==> src/rtl/gain_sorted_user_pairing_macros.svh <==
// ----------------------------------------------------------------------------
// gain_sorted_user_pairing_macros
// Assertion helpers shared by the pairing block.
// ----------------------------------------------------------------------------
`ifndef GAIN_SORTED_USER_PAIRING_MACROS_SVH
`define GAIN_SORTED_USER_PAIRING_MACROS_SVH

// Property checked at every clock edge outside reset.
`define GSUP_ASSERT(lbl, clk, rst_n, prop, msg) \
  lbl: assert property (@(posedge clk) disable iff (!rst_n) prop) else $error(msg);

// Consequent checked in the cycle after the antecedent.
`define GSUP_ASSERT_NEXT(lbl, clk, rst_n, ante, cons, msg) \
  lbl: assert property (@(posedge clk) disable iff (!rst_n) (ante) |=> (cons)) else $error(msg);

`endif

==> src/rtl/gsup_pkg.sv <==
// ----------------------------------------------------------------------------
// gsup_pkg
// Types and constants shared by the gain-sorted user pairing block.
// ----------------------------------------------------------------------------
`timescale 1ns / 1ps

package gsup_pkg;

  // Register defaults, Q0.16 (0.8 and 0.2 rounded to nearest)
  localparam logic [15:0] HIGH_SHARE_RST = 16'd52429;
  localparam logic [15:0] LOW_SHARE_RST  = 16'd13107;

  // Register indexes (word address bit 2)
  localparam logic REG_HIGH_SHARE = 1'b0;
  localparam logic REG_LOW_SHARE  = 1'b1;

  // Pairing role of a result
  typedef enum logic [1:0] {
    ROLE_STRONG   = 2'd0,
    ROLE_WEAK     = 2'd1,
    ROLE_UNPAIRED = 2'd2
  } role_e;

  // Controller state
  typedef enum logic {
    ST_LOAD,
    ST_EMIT
  } state_e;

  // Commands broadcast along the sorting chain
  typedef struct packed {
    logic insert;  // place the incoming user in the sorted row
    logic shift;   // move every entry one cell toward the head
  } chain_ctl_t;

endpackage

==> src/rtl/gsup_cell.sv <==
// ----------------------------------------------------------------------------
// gsup_cell
// One cell of the systolic insertion sorter: holds one user, either keeps it, takes the
// incoming user, or takes its upstream neighbor's user on insert (downstream on shift).
// ----------------------------------------------------------------------------
`timescale 1ns / 1ps

module gsup_cell
  import gsup_pkg::*;
#(
  parameter int GAIN_BITS = 16
) (
  input  logic                 clk_i,
  input  logic                 rst_ni,
  input  chain_ctl_t           ctl_i,
  // incoming user
  input  logic [GAIN_BITS-1:0] new_gain_i,
  input  logic [15:0]          new_id_i,
  // neighbor toward the head (lower rank)
  input  logic                 prev_ins_i,
  input  logic                 prev_valid_i,
  input  logic [GAIN_BITS-1:0] prev_gain_i,
  input  logic [15:0]          prev_id_i,
  // neighbor toward the tail (higher rank)
  input  logic                 next_valid_i,
  input  logic [GAIN_BITS-1:0] next_gain_i,
  input  logic [15:0]          next_id_i,
  // this cell
  output logic                 ins_o,
  output logic                 valid_o,
  output logic [GAIN_BITS-1:0] gain_o,
  output logic [15:0]          id_o
);

  logic                 valid_q, valid_d;
  logic [GAIN_BITS-1:0] gain_q, gain_d;
  logic [15:0]          id_q, id_d;

  // New user goes ahead of this entry (ties keep arrival order)
  assign ins_o = !valid_q || (gain_q < new_gain_i);

  always_comb begin
    valid_d = valid_q;
    gain_d  = gain_q;
    id_d    = id_q;
    if (ctl_i.shift) begin
      valid_d = next_valid_i;
      gain_d  = next_gain_i;
      id_d    = next_id_i;
    end else if (ctl_i.insert && ins_o) begin
      if (prev_ins_i) begin
        valid_d = prev_valid_i;
        gain_d  = prev_gain_i;
        id_d    = prev_id_i;
      end else begin
        valid_d = 1'b1;
        gain_d  = new_gain_i;
        id_d    = new_id_i;
      end
    end
  end

  // Occupancy flag
  always_ff @(posedge clk_i or negedge rst_ni) begin
    if (!rst_ni) begin
      valid_q <= 1'b0;
    end else begin
      valid_q <= valid_d;
    end
  end

  // Payload
  always_ff @(posedge clk_i) begin
    gain_q <= gain_d;
    id_q   <= id_d;
  end

  assign valid_o = valid_q;
  assign gain_o  = gain_q;
  assign id_o    = id_q;

endmodule

==> config.mk <==
export PLATFORM = sky130hd
export DESIGN_NAME = gsup_cell
export DESIGN_NICKNAME = d
export VERILOG_FILES = /design/src/rtl/gain_sorted_user_pairing_macros.svh /design/src/rtl/gsup_pkg.sv /design/src/rtl/gsup_cell.sv
export SDC_FILE = /design/constraint.sdc
export NUM_CORES = 1
export LEC_CHECK = 0
export ABC_AREA = 1
export BUFFER_PORTS_ARGS = -buffer_cell sky130_fd_sc_hd__buf_4
export CAP_MARGIN = 20
export CORE_ASPECT_RATIO = 0.5
export CORE_UTILIZATION = 36
export CTS_CLUSTER_SIZE = 40
export DETAILED_ROUTE_END_ITERATION = 10
export PLACE_DENSITY_LB_ADDON = 0.1
export SKIP_CTS_REPAIR_TIMING = 1
export SYNTH_ARGS = -nofsm -noshare
export SYNTH_HDL_FRONTEND = slang
export SYNTH_SLANG_ARGS = --single-unit
==> constraint.sdc <==
create_clock -name clk_i -period 2.8 [get_ports clk_i]
set_clock_uncertainty 0.05 [all_clocks]
set_input_delay 0.14 -clock clk_i [delete_from_list [all_inputs] [get_ports clk_i]]
set_output_delay 0.14 -clock clk_i [all_outputs]
set_load 0.02 [all_outputs]
==> results.env, run 1 <==
ANTENNA_CELLS_INSERTED=0
FINAL-MAX-SLEW-VIOLATION-COUNT=0
WORST_IR_DROP_VDD_V=0.0002169
WL_PER_CELL_UM=12.95
SYNTH.NET_COUNT=370
POWER.TOTAL_mW=1.696
SYNTHTOLAYOUTAREAGROWTH_PCT=58.66
GRT_FIRST_PASS_WIRELENGTH_MM=9.597
FLOORPLAN.DIE.WIDTH_UM=109.9
ANTENNA_LEFT=0
SYNTHDOMINANTCELLAREASHARE=0.4588
DIE-HEIGHT_UM=55.94
GRT_SETUP_UNREPAIRED='false'
LAYOUT.NETS=502
LARGEST_NET_DEGREE_AT_THE_START_OF_GLOBAL_ROUTING=36
GP_CONGESTION=0.7585
SYNTH.TOP_CELLS.BY_AREA='sky130_fd_sc_hd__edfxtp_1, sky130_fd_sc_hd__a21oi_1, sky130_fd_sc_hd__ha_1'
TIMING.SETUP.CRITICAL_PATH_CLASS='register to register'
TIMING.FINAL.SETUP_VIOLATIONS=0
PORT_BUFFERS=136
CORE_UM2=5539
WORST_HOLD_PATH_TYPE='input port to register'
ROUTE.FINAL.WIRE_LENGTH_MM=5.931
FP.DIEAREA_UM2=6146
POST_SYNTH_INSTANCE_AREA_UM2=2095
FINALNONFILLERCELLS=458
INITIALDRTVIOLATIONCOUNT=125
SYNTH.YOSYS.SEQ_AREA_SHARE=0.4707
MAXUSEDROUTINGLAYER='met4'
INITIAL_CORE_UTILIZATION=0.3781
POST-ROUTE-MIN-PERIOD_NS=2.173
HTREEDEPTH=2
CLK_LATENCY_WORST_SKEW_PAIR_NS=0.27
MET1_LENGTH_MM=2.573
GRT_OVERFLOW_TOTAL=0
CTS_INSERTED_BUFFERS=5
DR_WL_MET2_MM=2.860
CRITPATHCAPTURETYPE='register'
CP.REQUIRED_NS=2.71
TIMING_HOLD_VIOLATIONS_FINAL=0
YS_SEQ_ELEMENTS=33
POST-PLACE-CELLS=449
CTS_TREE='yes'
SYNTH_AREA_LEADER_CELL='sky130_fd_sc_hd__edfxtp_1'
GRT_PASS1_VIAS=2146
SLEW_HEADROOM=0.6088
MOSTFREQUENTLAYOUTCELL='sky130_fd_sc_hd__buf_4'
YOSYSWARNINGCOUNT=0
CLOCK_SINKS=33
R2R_SETUP_SLACK_NS=0.63
DETAIL_ROUTE.VIAS_PER_CELL=4.734
SETUP_TOTAL_NEGATIVE_SLACK_NS=0
DETAIL_ROUTE.FIRST_PASS.ITERATIONS=4
CRITICAL_PATH_ARRIVAL_NS=2.08
ANTENNA_FOUND_INITIAL=0
NUMBER_OF_LIBRARY_CELL_TYPES_MAPPED_BY_SYNTHESIS=18
STD_CELL_ROWS=19
DETAIL_ROUTE.DRC_VIOLATIONS=0
CP_MAX_FO=15
START_KIND='register'
AVGSYNTHCELLAREA_UM2=8.312
CTSROOTBUFFERMASTER='sky130_fd_sc_hd__clkbuf_16'
TIMING.MAX_CAP.VIOLATIONS=0
CTS.REPORTEDPATHS.CLKPINSLEW_NS=0.05
HPWL_MM=4.477
DR_WL_MET3_UM=477
MAX_CLOCK_FREQ_GHz=0.4602
CTS_MAX_PATH_BUFFERS=2
TIMING_WORST_SLEW_PIN_VALUE_NS=0.5860
DETAILROUTE.VIA_COUNT=2168
SYNTHCELLS=252
DRIVE_ABOVE_1_SHARE=0.4052
DESIGN.PORTCOUNT=137
OUTCOME='complete, no violations'
MIN_PERIOD_OVER_PERIOD=0.7760
POWER-PER-CELL-AREA_nW_PER_UM2=510.4
HIGHEST_COUNT_CELLS_IN_THE_LAYOUT_IGNORING_FILL_AND_TAPS='sky130_fd_sc_hd__buf_4, sky130_fd_sc_hd__a21oi_1, sky130_fd_sc_hd__nand2_1, sky130_fd_sc_hd__nor2_1, sky130_fd_sc_hd__edfxtp_1'
LEAKAGEPOWER_nW=1.634
GRT.TOTAL_USAGE=0.2039
-- cell families (layout without fill, tap and decap cells) --
family,after synthesis,in the layout,synth area share
simple gates,93,93,0.1822
compound gates,74,74,0.1786
flops,33,33,0.4707
fa+ha+maj,15,15,0.08961
buf+inv,37,170,0.07885
-- final timing paths --
kind                       endpoint  cells after the start      start
setup / recovery           id_o[10]                     11  gain_o[3]
hold / removal              valid_o                      4   ctl_i[1]
setup reg to reg           id_o[10]                     11  gain_o[3]
hold reg to reg             valid_o                      2    valid_o
max in group asynchronous   valid_o                      2     rst_ni
min in group asynchronous   valid_o                      2     rst_ni
-- cells in the mapped netlist --
cell                        n
sky130_fd_sc_hd__ha_1      15
sky130_fd_sc_hd__nor3_2     2
sky130_fd_sc_hd__edfxtp_1  32
sky130_fd_sc_hd__nand3_1    1
sky130_fd_sc_hd__a21oi_1   70
sky130_fd_sc_hd__nand2_2    5
sky130_fd_sc_hd__buf_2     12
sky130_fd_sc_hd__nand3_2    1
sky130_fd_sc_hd__inv_1     20
sky130_fd_sc_hd__dfrtp_1    1
sky130_fd_sc_hd__inv_2      2
sky130_fd_sc_hd__inv_8      1
sky130_fd_sc_hd__a21oi_2    1
sky130_fd_sc_hd__clkbuf_1   1
sky130_fd_sc_hd__nand2_1   50
sky130_fd_sc_hd__o21ai_0    3
sky130_fd_sc_hd__buf_4      1
sky130_fd_sc_hd__nor2_1    34
-- cell type report --
| type | instances | area [µm²] |
|---|---|---|
| fillers | 504 | 2216 |
| repair buffers | 139 | 1046 |
| flip-flops and latches | 33 | 985.9 |
| multi-input cells | 182 | 943.4 |
| clock buffers | 6 | 128.9 |
| inverters | 23 | 93.84 |
| well taps | 73 | 91.34 |
| clock inverters | 2 | 33.78 |
-- critical path, cell delays in order (launching register included) --
cell	delay, ns
sky130_fd_sc_hd__edfxtp_1	0.41
sky130_fd_sc_hd__ha_1	0.31
sky130_fd_sc_hd__a21oi_1	0.16
sky130_fd_sc_hd__nand2_1	0.08
sky130_fd_sc_hd__nand2_1	0.05
sky130_fd_sc_hd__nand2_1	0.06
sky130_fd_sc_hd__nand2_1	0.06
sky130_fd_sc_hd__nand2_1	0.06
sky130_fd_sc_hd__nand2_2	0.07
sky130_fd_sc_hd__nand2_2	0.06
sky130_fd_sc_hd__nand2_2	0.21
sky130_fd_sc_hd__buf_4	0.29
-- sequential cells by signal (all words and copies together), names as in the netlist --
signal / cells
gain_o: 16
id_o: 16
valid_o: 1
-- stage by stage --
stage / hold WS, ns / instance area, µm² / worst slack, ns / utilization
5_1_grt: 0.1321 / 3323 / 0.4275 / 0.6000
3_3_place_gp: -0.1348 / 3151 / 0.6866 / 0.5688
2_1_floorplan: -0.2056 / 2095 / 0.5299 / -
4_1_cts: -0.4206 / 3313 / 0.6036 / 0.5981
6_report: 0.1197 / 3323 / 0.6271 / 0.6000
3_5_place_dp: -0.1339 / 3151 / 0.6119 / 0.5688
-- report_power, final --
group | total (mW) | switching (mW) | internal, mW
clock network | 0.600 | 0.183 | 0.416
registers | 0.633 | 0.0229 | 0.610
logic | 0.464 | 0.240 | 0.223
total | 1.70 | 0.447 | 1.25
-- layer usage --
| metal | global-route usage | up-vias |
|---|---|---|
| met4 | 0.05143 | 0 |
| met3 | 0.06206 | 4 |
| met5 | 0 | - |
| met1 | 0.2476 | 964 |
| met2 | 0.3518 | 86 |
| li1 | - | 1114 |
No activity file was read; power rests on OpenSTA's default activity.
==> inputs of run 2 (changes only) <==
- clock period: 2.8 -> 2 ns (I/O delays scaled with it)
==> run 2 against run 1 <==
Compared with the run above: cell count up 0.44%; worst hold slack got worse by 0.028 ns; non-clock buffer count is 2 lower; final area rose by 2.4%.
==> results.env, run 2 (same netlist as run 1, synthesis figures left out) <==
OUTCOME='complete, no violations'  # unchanged
HTREEDEPTH=2  # unchanged
POST-PLACE-CELLS=447  # was 449
STD_CELL_ROWS=19  # unchanged
ROUTE.FINAL.WIRE_LENGTH_MM=6.138  # was 5.931 mm
MAX_CLOCK_FREQ_GHz=0.5290  # was 0.4602 GHz
GRT_PASS1_VIAS=2097  # was 2146
CLK_LATENCY_WORST_SKEW_PAIR_NS=0.27  # about the same
DETAIL_ROUTE.DRC_VIOLATIONS=0  # unchanged
CRITPATHCAPTURETYPE='register'  # unchanged
SYNTHTOLAYOUTAREAGROWTH_PCT=62.48  # was 58.66%
POWER-PER-CELL-AREA_nW_PER_UM2=674.9  # was 510.4 nW/µm²
DRIVE_ABOVE_1_SHARE=0.4134  # was 0.4052
INITIAL_CORE_UTILIZATION=0.3781  # unchanged
R2R_SETUP_SLACK_NS=0.11  # was 0.63 ns
CRITICAL_PATH_ARRIVAL_NS=1.82  # was 2.08 ns
CTS_INSERTED_BUFFERS=5  # unchanged
RR_ENDPOINT='gain_o[8]'  # was id_o[10]
FF2FF_PATH_DEPTH=8  # was 11
GRT_SETUP_UNREPAIRED='false'  # unchanged
ANTENNA_LEFT=0  # unchanged
DIE-HEIGHT_UM=55.94  # unchanged
POST-ROUTE-MIN-PERIOD_NS=1.890  # was 2.173 ns
FP.DIEAREA_UM2=6146  # unchanged
WORST_IR_DROP_VDD_V=0.0003509  # was 0.0002169 V
TIMING_WORST_SLEW_PIN_VALUE_NS=0.5654  # was 0.5860 ns
LAYOUT.NETS=504  # was 502
START_KIND='register'  # unchanged
CLOCK_SINKS=33  # unchanged
FINAL-MAX-SLEW-VIOLATION-COUNT=0  # unchanged
GRT.TOTAL_USAGE=0.1912  # was 0.2039
WL_PER_CELL_UM=13.34  # was 12.95 µm
TIMING.SETUP.CRITICAL_PATH_CLASS='register to register'  # unchanged
GP_CONGESTION=0.7456  # was 0.7585
DETAIL_ROUTE.FIRST_PASS.ITERATIONS=4  # unchanged
DP_WORST_SETUP_SLACK_NS=0.02604  # was 0.6119 ns
HIGHEST_COUNT_CELLS_IN_THE_LAYOUT_IGNORING_FILL_AND_TAPS='sky130_fd_sc_hd__buf_4, sky130_fd_sc_hd__a21oi_1, sky130_fd_sc_hd__nand2_1, sky130_fd_sc_hd__nor2_1, sky130_fd_sc_hd__edfxtp_1'  # unchanged
LARGEST_NET_DEGREE_AT_THE_START_OF_GLOBAL_ROUTING=36  # unchanged
R2R_STARTPOINT='gain_o[11]'  # was gain_o[3]
PORT_BUFFERS=136  # unchanged
FIN_WORST_HOLD_SLACK_NS=0.09154  # was 0.1197 ns
GRT_FIRST_PASS_WIRELENGTH_MM=8.970  # was 9.597 mm
TIMING.MAX_CAP.VIOLATIONS=0  # unchanged
POWER.TOTAL_mW=2.297  # was 1.696 mW
MIN_PERIOD_OVER_PERIOD=0.9452  # was 0.7760
DETAIL_ROUTE.VIAS_PER_CELL=4.761  # was 4.734
LEAKAGEPOWER_nW=1.648  # was 1.634 nW
DETAILROUTE.VIA_COUNT=2190  # was 2168
INITIALDRTVIOLATIONCOUNT=98  # was 125
MOSTFREQUENTLAYOUTCELL='sky130_fd_sc_hd__buf_4'  # unchanged
FINALNONFILLERCELLS=460  # was 458
CTS_TREE='yes'  # unchanged
CP_MAX_FO=8  # was 15
ANTENNA_FOUND_INITIAL=0  # unchanged
DESIGN.PORTCOUNT=137  # unchanged
FINAL.SETUP.WORST_SLACK_NS=0.1097  # was 0.6271 ns
TIMING_HOLD_VIOLATIONS_FINAL=0  # unchanged
WORST_HOLD_PATH_TYPE='input port to asynchronous set/reset pin'  # was input port to register
ANTENNA_CELLS_INSERTED=0  # unchanged
CTS_MAX_PATH_BUFFERS=2  # unchanged
CORE_UM2=5539  # unchanged
CTSROOTBUFFERMASTER='sky130_fd_sc_hd__clkbuf_16'  # unchanged
FLOORPLAN.DIE.WIDTH_UM=109.9  # unchanged
GRT_OVERFLOW_TOTAL=0  # unchanged
TIMING.FINAL.SETUP_VIOLATIONS=0  # unchanged
CTS.REPORTEDPATHS.CLKPINSLEW_NS=0.05  # about the same
HPWL_MM=4.287  # was 4.477 mm
SETUP_TOTAL_NEGATIVE_SLACK_NS=0  # unchanged
SLEW_HEADROOM=0.6225  # was 0.6088
CP.REQUIRED_NS=1.93  # was 2.71 ns
run 2: changes by cell type in the layout (fill, tap and decap cells not counted):
cell and delta:
sky130_fd_sc_hd__a21oi_1 -1, sky130_fd_sc_hd__a21oi_2 +1, sky130_fd_sc_hd__buf_4 -2, sky130_fd_sc_hd__bufinv_16 -1, sky130_fd_sc_hd__clkbuf_1 -1, sky130_fd_sc_hd__clkinv_1 +1, sky130_fd_sc_hd__clkinv_2 +1, sky130_fd_sc_hd__ha_1 -1
sky130_fd_sc_hd__ha_4 +1, sky130_fd_sc_hd__nand2_2 -3, sky130_fd_sc_hd__nand2_4 +2, sky130_fd_sc_hd__nand2_8 +5
run 2: layout make-up:
type	instances	area, µm²
tap	73	91.34
inverter	23	93.84
fill	525	2136
timing repair buffer	137	1031
clock inverter	3	12.51
multi-input combinational	186	1064
sequential	33	985.9
clock buffer	5	125.1
run 2: per-layer routing:
| metal | part of all wire | track usage | vias up |
|---|---|---|---|
| met1 | 0.43 | 0.2093 | 977 |
| met3 | 0.085 | 0.06674 | 4 |
| met5 | 0 | 0 | - |
| met2 | 0.48 | 0.3455 | 87 |
| met4 | 0.0075 | 0.05905 | 0 |
| li1 | - | - | 1122 |
run 2: worst max-delay path, stage by stage, from the launching register on:
cell,delay (ns)
sky130_fd_sc_hd__edfxtp_1,0.40
sky130_fd_sc_hd__ha_1,0.31
sky130_fd_sc_hd__a21oi_1,0.16
sky130_fd_sc_hd__o21ai_0,0.12
sky130_fd_sc_hd__a21oi_2,0.12
sky130_fd_sc_hd__nand2_1,0.09
sky130_fd_sc_hd__nand2_4,0.10
sky130_fd_sc_hd__nand2_8,0.13
sky130_fd_sc_hd__nand2_8,0.13
run 2: worst max path at each step:
stage / startpoint / endpoint / slack, ns / cells after the start
final: gain_o[11] / gain_o[8] / 0.11 / 8
after global routing: gain_o[11] / gain_o[15] / 0.01 / 8
after CTS: gain_o[5] / id_o[0] / 0.03 / 10
after detailed placement: gain_o[5] / id_o[0] / 0.03 / 10
after global placement: gain_o[5] / id_o[0] / 0.08 / 10
after floorplan: gain_o[5] / gain_o[0] / 0.008 / 10
run 2: where the power goes:
part           switching [mW]  total, mW  internal, mW
Sequential             0.0351      0.888         0.853
Combinational           0.366      0.692         0.326
Clock                   0.267      0.717         0.449
run 2: through the flow:
| stage | utilization | area [µm²] |
|---|---|---|
| 2_1_floorplan | - | 2118 |
| 3_3_place_gp | 0.5704 | 3159 |
| 3_5_place_dp | 0.5704 | 3159 |
| 4_1_cts | 0.5952 | 3297 |
| 5_1_grt | 0.6144 | 3403 |
| 6_report | 0.6144 | 3403 |
