$ cat src/rtl/gain_sorted_user_pairing_macros.svh
// ----------------------------------------------------------------------------
// gain_sorted_user_pairing_macros
// Assertion helpers shared by the pairing block.
// ----------------------------------------------------------------------------
`ifndef GAIN_SORTED_USER_PAIRING_MACROS_SVH
`define GAIN_SORTED_USER_PAIRING_MACROS_SVH

// Property checked at every clock edge outside reset.
`define GSUP_ASSERT(lbl, clk, rst_n, prop, msg) \
  lbl: assert property (@(posedge clk) disable iff (!rst_n) prop) else $error(msg);

// Consequent checked in the cycle after the antecedent.
`define GSUP_ASSERT_NEXT(lbl, clk, rst_n, ante, cons, msg) \
  lbl: assert property (@(posedge clk) disable iff (!rst_n) (ante) |=> (cons)) else $error(msg);

`endif

$ cat src/rtl/gsup_pkg.sv
// ----------------------------------------------------------------------------
// gsup_pkg
// Types and constants shared by the gain-sorted user pairing block.
// ----------------------------------------------------------------------------
`timescale 1ns / 1ps

package gsup_pkg;

  // Register defaults, Q0.16 (0.8 and 0.2 rounded to nearest)
  localparam logic [15:0] HIGH_SHARE_RST = 16'd52429;
  localparam logic [15:0] LOW_SHARE_RST  = 16'd13107;

  // Register indexes (word address bit 2)
  localparam logic REG_HIGH_SHARE = 1'b0;
  localparam logic REG_LOW_SHARE  = 1'b1;

  // Pairing role of a result
  typedef enum logic [1:0] {
    ROLE_STRONG   = 2'd0,
    ROLE_WEAK     = 2'd1,
    ROLE_UNPAIRED = 2'd2
  } role_e;

  // Controller state
  typedef enum logic {
    ST_LOAD,
    ST_EMIT
  } state_e;

  // Commands broadcast along the sorting chain
  typedef struct packed {
    logic insert;  // place the incoming user in the sorted row
    logic shift;   // move every entry one cell toward the head
  } chain_ctl_t;

endpackage

$ cat src/rtl/gsup_ctrl.sv
// ----------------------------------------------------------------------------
// gsup_ctrl
// Load/emit sequencer: counts users, tracks overflow, and derives rank,
// role and pair index of each emitted result.
// ----------------------------------------------------------------------------
`timescale 1ns / 1ps
`include "gain_sorted_user_pairing_macros.svh"

module gsup_ctrl
  import gsup_pkg::*;
#(
  parameter int MAX_USERS = 64
) (
  input  logic       clk_i,
  input  logic       rst_ni,
  input  logic       s_valid_i,
  input  logic       s_last_i,
  output logic       s_ready_o,
  input  logic       m_ready_i,
  output logic       m_valid_o,
  output chain_ctl_t ctl_o,
  output role_e      role_o,
  output logic [4:0] pair_index_o,
  output logic       overflow_o,
  output logic       last_o
);

  localparam int CW = $clog2(MAX_USERS + 1);

  state_e        state_q, state_d;
  logic [CW-1:0] count_q, count_d;
  logic [CW-1:0] rank_q, rank_d;
  logic          ovf_q, ovf_d;

  logic          in_fire, out_fire, room;
  logic [CW-1:0] half, pair;

  assign room     = count_q < CW'(MAX_USERS);
  assign in_fire  = s_valid_i && (state_q == ST_LOAD);
  assign out_fire = m_ready_i && (state_q == ST_EMIT);
  assign last_o   = (rank_q == (count_q - CW'(1)));

  // Next state, counters, chain commands
  always_comb begin
    state_d      = state_q;
    count_d      = count_q;
    rank_d       = rank_q;
    ovf_d        = ovf_q;
    ctl_o.insert = 1'b0;
    ctl_o.shift  = 1'b0;
    unique case (state_q)
      ST_LOAD: begin
        if (in_fire) begin
          if (room) begin
            ctl_o.insert = 1'b1;
            count_d      = count_q + CW'(1);
          end else begin
            ovf_d = 1'b1;
          end
          if (s_last_i) begin
            state_d = ST_EMIT;
            rank_d  = '0;
          end
        end
      end
      ST_EMIT: begin
        if (out_fire) begin
          ctl_o.shift = 1'b1;
          rank_d      = rank_q + CW'(1);
          if (last_o) begin
            state_d = ST_LOAD;
            count_d = '0;
            ovf_d   = 1'b0;
          end
        end
      end
      default: state_d = ST_LOAD;
    endcase
  end

  always_ff @(posedge clk_i or negedge rst_ni) begin
    if (!rst_ni) begin
      state_q <= ST_LOAD;
      count_q <= '0;
      rank_q  <= '0;
      ovf_q   <= 1'b0;
    end else begin
      state_q <= state_d;
      count_q <= count_d;
      rank_q  <= rank_d;
      ovf_q   <= ovf_d;
    end
  end

  // Role and pair index of the current rank
  assign half = count_q >> 1;
  always_comb begin
    if (rank_q < half) begin
      role_o = ROLE_STRONG;
      pair   = rank_q;
    end else if (rank_q >= (count_q - half)) begin
      role_o = ROLE_WEAK;
      pair   = count_q - CW'(1) - rank_q;
    end else begin
      role_o = ROLE_UNPAIRED;
      pair   = rank_q;
    end
  end

  assign pair_index_o = 5'(pair);
  assign overflow_o   = ovf_q;
  assign s_ready_o    = (state_q == ST_LOAD);
  assign m_valid_o    = (state_q == ST_EMIT);

  `GSUP_ASSERT(a_rank_in_set, clk_i, rst_ni, (state_q == ST_EMIT) |-> (rank_q < count_q), "rank past user count")
  `GSUP_ASSERT(a_count_cap, clk_i, rst_ni, count_q <= CW'(MAX_USERS), "user count above capacity")
  `GSUP_ASSERT_NEXT(a_emit_after_last, clk_i, rst_ni, in_fire && s_last_i, (state_q == ST_EMIT) && (rank_q == '0), "last user did not start output")
  `GSUP_ASSERT_NEXT(a_clear_after_set, clk_i, rst_ni, out_fire && last_o, (state_q == ST_LOAD) && (count_q == '0) && !ovf_q, "set not cleared after final result")

endmodule

$ cat config.mk
export PLATFORM = sky130hd
export DESIGN_NAME = gsup_ctrl
export DESIGN_NICKNAME = d
export VERILOG_FILES = /design/src/rtl/gsup_pkg.sv /design/src/rtl/gsup_ctrl.sv
export VERILOG_INCLUDE_DIRS = /design/src /design/src/rtl
export SDC_FILE = /design/constraint.sdc
export NUM_CORES = 1
export LEC_CHECK = 0
export BUFFER_PORTS_ARGS = -buffer_cell sky130_fd_sc_hd__buf_4
export CAP_MARGIN = 10
export CORE_ASPECT_RATIO = 0.8
export CORE_MARGIN = 10
export CORE_UTILIZATION = 25
export DETAILED_ROUTE_END_ITERATION = 6
export PLACE_DENSITY_LB_ADDON = 0.05
export SYNTH_ARGS = -nofsm -noshare
export SYNTH_HDL_FRONTEND = slang
export SYNTH_SLANG_ARGS = --single-unit
$ cat constraint.sdc
create_clock -name clk_i -period 4.14 [get_ports clk_i]
set_input_delay 0.828 -clock clk_i [delete_from_list [all_inputs] [get_ports clk_i]]
set_output_delay 0.828 -clock clk_i [all_outputs]
set_load 0.05 [all_outputs]
==> metrics.md, run 1 <==
| Metric | Value |
|---|---|
| Run status | `complete, but fails checks` |
| Failing checks | `setup timing` |
| Simple-gate area share of the yosys netlist | `15.26%` |
| Area growth syn-to-layout | `29.62%` |
| # IOs | `18` |
| Worst slew margin | `61.63%` |
| Startpoint Class | `register` |
| # fillers | `between 700 and 800` |
| Syn Inst Count | `197` |
| Iteration-0 DRC Markers | `61` |
| Compound-Gate Fraction of Synth Area | `a little under a fifth` |
| DRC | `0` |
| Final setup viols | `5` |
| Post-route ant nets | `0` |
| Worst path cell trace | `ha_4 > fa_2 > o21bai_1 > a21oi_2 > o21bai_1 > a21oi_1 > xnor2_1 > ha_2 > or4_4 > o21ba_4 > or3_4 > buf_6 > mux2i_4 > buf_6` |
| Die Span X | `114.8 um` |
| Register area share after synthesis | `between 20 and 25%` |
| WL per Instance | `around 16 um` |
| Clock period minus worst slack | `4.271 ns` |
| Main combinational cell family by area after synthesis | `adder cells` |
| Post-synth EDFFs | `0` |
| Adder-Cell Fraction of Synth Area | `26.62%` |
| Power Dens Cells | `approximately 350 nW/um^2` |
| Number of cell rows | `27` |
| Max cap viols | `0` |
| Clock Power Share | `14.7%` |
| RSZ-0062 raised after global routing | `true` |
| Share of layout cells above drive strength 1 | `28.39%` |
| Post-Syn Nets | `approximately 240` |
| # diodes | `0` |
| CTS Sinks | `16` |
| Mean Syn Cell Area | `approximately 9.1 um^2` |
| Post-Syn Area | `~1800 um^2` |
| # hold bufs at CTS | `0` |
| Non-filler cells, final | `323` |
| FMAX | `234.1 MHz` |
| Initial core utilization | `25.93%` |
| Final WS setup | `-0.1310 ns` |
| # port buffers | `17` |
| RR Startpoint | `count_q[2]` |
| Reg2reg path depth | `9` |
| Seq pwr share | `~28%` |
| LEAKAGE | `approximately 1.1 nW` |
| Initial antenna violation count | `0` |
| Placed insts | `315` |
| Clk_skew | `0.006576 ns` |
| Worst-Margin Slew | `0.5725 ns` |
| Final period utilization | `103.2%` |
| Hold Crit Class | `in2async` |
| Main flop type after synthesis | `dfrtp_1` |
| Final nets | `280` |
| Longest Clk Path Bufs | `2` |
| Ys async rst share | `100.0%` |
| CTS tree | `built` |
| CP bufs+invs | `2` |
| First-pass detailed-route iteration total | `4` |
| Global-route wire length before repair | `8.293 mm` |
| Final core area utilization | `33.60%` |
| CP required | `3.31 ns` |
| VDD IR-drop max | `133.3 uV` |
| Critical path's largest stage delay | `0.51 ns` |
| Htree depth | `1` |
| Critical path arrival | `between 3 and 4 ns` |
| Sw Share | `45.55%` |
| CP Capture Type | `primary output` |
| CTS buffer count | `3` |
| Synth warnings | `0` |
| Register area | `402.9 um^2` |
| Hpwl dp | `4.172 mm` |
| GRT Total Usage | `9.563%` |
| Highest net fanout along the worst path | `3` |
| Core Region | `6925 um^2` |
| Critical Path Stages | `14` |
| Footprint of the multi-input gates | `1376 um^2` |
| Reg2reg setup slack | `roughly 1.2 ns` |
| Worst-Skew Late Latency | `about 0.25 ns` |
| Critical Path End | `pair_index_o[3]` |
| Largest net degree at the start of global routing | `17` |
| Power share of the combinational group | `a little under three fifths` |
| Final Max Slew Viols | `0` |
| Delay-heaviest family, CP | `compound AO/OA/AOI/OAI gates` |
| Post-synthesis mux area share | `under 10%` |
| Netlist cell types | `47` |
| Global route overflow | `0` |
| Gpl congestion | `~0.76` |
| Fin. Hold Viols | `0` |
| DR vias | `~1500` |
| Number of global-route vias before repair | `1634` |
| Clk pin slew, worst setup/hold paths | `0.07 ns` |
| Die area | `10990 um^2` |
| Synth Area in XOR/XNOR | `9.059%` |
| P_int | `0.0004496 W` |
| Crit. Startpoint | `count_q[1]` |
| NetSw | `0.0003762 W` |
| Synth Register Bits | `16` |
| Critical path class | `reg2out` |
| Worst R2R End | `count_q[0]` |
| Die Height | `95.80 um` |
| Vias per cell | `4.780` |
| Root buffer cell | `clkbuf_8` |
| Routed WL | `5.047 mm` |
| CP max-delay cell | `or4_4` |
-- routing by layer --
metal / GRT usage (%) / share of wire, % / vias up
li1: - / - / 784
met1: 12.04 / 48 / 741
met2: 16.53 / 48 / 17
met3: 2.301 / 3.4 / 2
met4: 1.543 / 0.40 / 0
met5: 0 / 0 / -
-- cells in the final DEF, fill, tap and decap left out, types with 2 or more instances in the layout --
| master | instances |
|---|---|
| o21a_1 | 3 |
| nor3_1 | 4 |
| nand4_1 | 6 |
| inv_2 | 4 |
| a211oi_1 | 3 |
| dfrtp_1 | 14 |
| buf_6 | 7 |
| clkbuf_8 | 3 |
| inv_1 | 16 |
| nand2_1 | 7 |
| xor2_1 | 5 |
| xnor2_1 | 10 |
| buf_4 | 30 |
| nor2_1 | 10 |
| and3_1 | 2 |
| nand2b_1 | 2 |
| o21ai_0 | 7 |
| o21bai_1 | 5 |
| nor4_1 | 3 |
| nand3_1 | 4 |
| a21oi_1 | 14 |
| a21o_1 | 4 |
| nor2b_1 | 2 |
| ha_1 | 33 |
| mux2i_2 | 2 |
| dfrtp_2 | 2 |
-- registers in the layout (all words and copies together) (netlist names) --
name        flops
overflow_o      1
rank_q          7
count_q         7
m_valid_o       1
-- kinds of logic (layout without fill, tap and decap cells) --
| kind of cell | after synthesis | count (layout) |
|---|---|---|
| compound gates | 49 | 49 |
| fa+ha+maj | 37 | 37 |
| flops | 16 | 16 |
| simple gates | 51 | 51 |
| buf+inv | 23 | 62 |
| mux | 4 | 4 |
| xor+xnor | 17 | 17 |
-- worst min path at each step --
| stage | endpoint | slack, ns | depth (start not counted) |
|---|---|---|---|
| after global placement | overflow_o | 0.49 | 2 |
| after global routing | rank_q[2] | 0.44 | 1 |
| after CTS | overflow_o | 0.43 | 1 |
| after detailed placement | overflow_o | 0.49 | 2 |
| final | rank_q[1] | 0.43 | 1 |
| after floorplan | count_q[5] | 0.51 | 1 |
-- metrics by stage --
| step | cell area [um^2] | hold WS, ns | power (W) | setup slack (ns) | setup TNS (ns) |
|---|---|---|---|---|---|
| 3_5_place_dp | 2163 | 0.4884 | 0.0006844 | -0.04022 | -0.07385 |
| 5_1_grt | 2327 | 0.4379 | 0.0009028 | -0.2558 | -1.224 |
| 4_1_cts | 2248 | 0.4289 | 0.0008329 | -0.1384 | -0.4892 |
| 2_1_floorplan | 1822 | 0.5133 | 0.0005649 | -0.1494 | -0.5461 |
| 3_3_place_gp | 2163 | 0.4883 | 0.0006764 | 0.03728 | 0 |
| 6_report | 2327 | 0.4318 | 0.0008258 | -0.1310 | -0.4665 |
-- cells in the mapped netlist, drive strengths merged (2+ instances only) --
master | count | area (um^2)
nand3 | 4 | 20.02
nor3 | 5 | 30.03
or4 | 2 | 15.01
ha | 35 | 437.9
o21ai | 8 | 43.79
fa | 2 | 40.04
nor4 | 4 | 25.02
nand2 | 7 | 26.28
or3 | 2 | 12.51
nor2 | 11 | 41.29
dfrtp | 16 | 400.4
mux2i | 3 | 30.03
a211oi | 3 | 22.52
nor2b | 2 | 12.51
nand2b | 2 | 12.51
xor2 | 5 | 43.79
a211o | 2 | 18.77
nand4 | 6 | 37.54
xnor2 | 11 | 96.34
o21a | 3 | 22.52
a21oi | 15 | 75.07
inv | 20 | 75.07
and3 | 2 | 12.51
a21o | 4 | 30.03
o21bai | 5 | 37.54
-- what timing repair did --
action / 4_1_cts / 5_1_grt
setup buffers: 0 / 6
resized for setup: 13 / 11
pin swaps: 7 / 14
endpoints found under the setup margin: 6 / 7
endpoints found under the hold margin: 0 / 0
-- final cells by class --
class                      instances  share of cell area, %
clock buffer                       3                  1.774
inverter                          21                  3.387
multi-input combinational        158                  59.14
sequential                        16                  17.31
tap                               87                  4.677
timing repair buffer              38                  13.71
-- power groups by stage --
stage	sequential [W]	clock (W)	combinational, W
finish	0.000231	0.000121	0.000474
global route	0.000238	0.000134	0.000532
CTS	0.000231	0.000130	0.000472
detailed placement	0.000234	0	0.000451
global placement	0.000236	0	0.000440
floorplan	0.000218	0	0.000347
No activity file was read; power rests on OpenSTA's default activity.
==> inputs of run 2 (changes only) <==
- clock period: 4.14 -> 5.5 ns (I/O delays scaled with it)
==> run 2 against run 1 <==
Effect of this change:
- the flow now finishes without violations
- sequential power is 23% lower
- critical path depth stayed put
- critical path type unchanged
- power is 29% lower
- highest routed layer unchanged
- via count is 4.6% lower
==> metrics.md, run 2 (same netlist as run 1, synthesis figures left out) <==
| Metric | Value |
|---|---|
| Most frequent cells in the layout | `ha_1 (35), inv_1 (19), buf_4 (17)` |
| Vias per cell | `4.877 (+2.0%)` |
| CTS Sinks | `16 (unchanged)` |
| Core Region | `6925 um^2 (unchanged)` |
| # port buffers | `17 (unchanged)` |
| CP Capture Type | `primary output` |
| Worst slew margin | `65.27% (+3.6 points)` |
| Postcts setup bufs | `0 (unchanged)` |
| HP Start | `overflow_o` |
| Post-CTS sizing | `0 (-13)` |
| GRT Total Usage | `9.417% (-0.15 points)` |
| DRC | `0 (unchanged)` |
| Initial antenna violation count | `0 (unchanged)` |
| DR vias | `1473 (-4.6%)` |
| Clk pin slew, worst setup/hold paths | `0.06 ns (about the same)` |
| # fillers | `727 (+0.83%)` |
| Initial core utilization | `25.93% (unchanged)` |
| Register area | `400.4 um^2 (-0.62%)` |
| Regs by FF count | `count_q (7), rank_q (7)` |
| VDD IR-drop max | `82.51 uV (-38%)` |
| FMAX | `~200 MHz` |
| Global-route wire length before repair | `8.183 mm (-1.3%)` |
| Clk_skew | `0.001792 ns (-0.004784 ns)` |
| Seq pwr share | `30.1% (+2.1 points)` |
| Worst R2R End | `count_q[2]` |
| Critical path arrival | `3.92 ns (+0.48 ns)` |
| Htree depth | `1 (unchanged)` |
| Final nets | `259 (-7.5%)` |
| Startpoint Class | `register` |
| Clock period minus worst slack | `approximately 5 ns` |
| RR Startpoint | `count_q[2]` |
| Largest net degree at the start of global routing | `17 (unchanged)` |
| Global route overflow | `0 (unchanged)` |
| # diodes | `0 (unchanged)` |
| CP max-delay cell | `or4_1` |
| # hold bufs at CTS | `0 (unchanged)` |
| Number of global-route vias before repair | `1563 (-4.3%)` |
| Non-filler cells, final | `302 (-6.5%)` |
| Sw Share | `45.90% (+0.35 points)` |
| Footprint of the multi-input gates | `1301 um^2 (-5.5%)` |
| WL per Instance | `16.28 um (+4.2%)` |
| Hold path depth | `2` |
| Final setup viols | `0 (-5)` |
| CTS buffer count | `3 (unchanged)` |
| Root buffer cell | `clkbuf_8` |
| Power Dens Cells | `285.9 nW/um^2 (-19%)` |
| Worst-Skew Late Latency | `0.25 ns (about the same)` |
| Hold Crit Class | `reg2reg` |
| Longest Clk Path Bufs | `2 (unchanged)` |
| Number of cell rows | `27 (unchanged)` |
| Critical path's largest stage delay | `0.53 ns (+0.02 ns)` |
| Die Span X | `114.8 um (unchanged)` |
| Hpwl dp | `4.151 mm (-0.52%)` |
| Final Max Slew Viols | `0 (unchanged)` |
| Iteration-0 DRC Markers | `65 (+6.6%)` |
| NetSw | `0.0002701 W (-28%)` |
| Max cap viols | `0 (unchanged)` |
| Most common cell after layout, fill and taps aside | `ha_1` |
| Routed WL | `4.918 mm (-2.6%)` |
| Clock Power Share | `15.0% (+0.3 points)` |
| Reg2reg setup slack | `2.47 ns (+1.27 ns)` |
| Final period utilization | `91.34%` |
| Reg2reg path depth | `9 (unchanged)` |
| Worst path cell trace | `inv_1 > ha_1 > fa_1 > o21bai_1 > a21oi_1 > o21bai_1 > a21oi_1 > xnor2_1 > ha_1 > or4_1 > o21ba_4 > or3_1 > mux2_4 > buf_4` |
| # IOs | `18 (unchanged)` |
| Critical path class | `reg2out` |
| Power share of the combinational group | `54.9% (-2.5 points)` |
| Highest net fanout along the worst path | `9 (+6)` |
| First-pass detailed-route iteration total | `4 (unchanged)` |
| Worst hold endpoint | `overflow_o` |
| Die Height | `95.80 um (unchanged)` |
| CP required | `4.40 ns (+1.09 ns)` |
| Gpl congestion | `0.8045 (+5.7%)` |
| Fin. Hold Viols | `0 (unchanged)` |
| CTS tree | `built` |
| Run status | `complete, no violations` |
| Post-route ant nets | `0 (unchanged)` |
| Share of layout cells above drive strength 1 | `13.49% (-15 points)` |
| P_int | `0.0003184 W (-29%)` |
| LEAKAGE | `0.9611 nW (-9.9%)` |
| Area growth syn-to-layout | `14.63%` |
| Setup TNS | `0 ns (+0.4665 ns)` |
| Placed insts | `299 (-5.1%)` |
| RSZ-0062 raised after global routing | `false` |
| Worst-Margin Slew | `0.5182 ns (-0.05431 ns)` |
| Die area | `10990 um^2 (unchanged)` |
-- run 2: changes by cell type in the layout (fill, tap and decap cells not counted), sizes merged --
cell / change
buf: -21
-- run 2: how the worst max path moves through the flow --
stage | start | end | slack, ns
6_report | count_q[0] | pair_index_o[1] | 0.48
5_1_grt | count_q[0] | pair_index_o[1] | 0.19
4_1_cts | count_q[0] | pair_index_o[1] | 0.46
3_5_place_dp | count_q[0] | pair_index_o[1] | 0.75
3_3_place_gp | count_q[0] | pair_index_o[1] | 0.82
2_1_floorplan | count_q[0] | pair_index_o[4] | 0.17
-- run 2: metrics by stage --
stage / utilization [%] / cell area (um^2) / total power (W) / hold slack, ns / setup WS, ns
after floorplan: - / 1795 / 0.0004136 / 0.5133 / 0.1701
after global placement: 29.12 / 2017 / 0.0005020 / 0.4870 / 0.8228
after detailed placement: 29.12 / 2017 / 0.0005061 / 0.4982 / 0.7507
after CTS: 29.72 / 2058 / 0.0005981 / 0.5154 / 0.4611
after global routing: 29.72 / 2058 / 0.0006412 / 0.5608 / 0.1863
final: 29.72 / 2058 / 0.0005885 / 0.5089 / 0.4764
-- run 2: metal layers --
layer  wire length (um)  vias up  global-route usage [%]
li1                   -      743                       -
met1               2369      713                   12.48
met2               2347       15                   15.87
met3                192        2                   2.301
met4                  9        0                  0.6173
met5                  0        -                       0
-- run 2: power by group through the flow --
stage / clock network, W / logic (W) / registers, W
after floorplan: 0 / 0.000250 / 0.000164
after global placement: 0 / 0.000322 / 0.000180
after CTS: 0.0000917 / 0.000328 / 0.000178
after detailed placement: 0 / 0.000325 / 0.000181
after global routing: 0.0000969 / 0.000363 / 0.000181
final: 0.0000885 / 0.000323 / 0.000177
-- run 2: area by class of cell --
cell class / count / area share, %
clock buffer: 3 / 2.006
inverter: 21 / 3.830
multi-input combinational: 158 / 63.22
sequential: 16 / 19.45
tap: 87 / 5.289
timing repair buffer: 17 / 6.201
-- run 2: critical path: cells and delay by family (launching register included) --
| family | cells | cell delay (ns) |
|---|---|---|
| compound gates | 5 | 0.77 |
| buf+inv | 2 | 0.30 |
| flops | 1 | 0.51 |
| mux | 1 | 0.32 |
| simple gates | 2 | 0.78 |
| fa+ha+maj | 3 | 0.86 |
| xor+xnor | 1 | 0.13 |
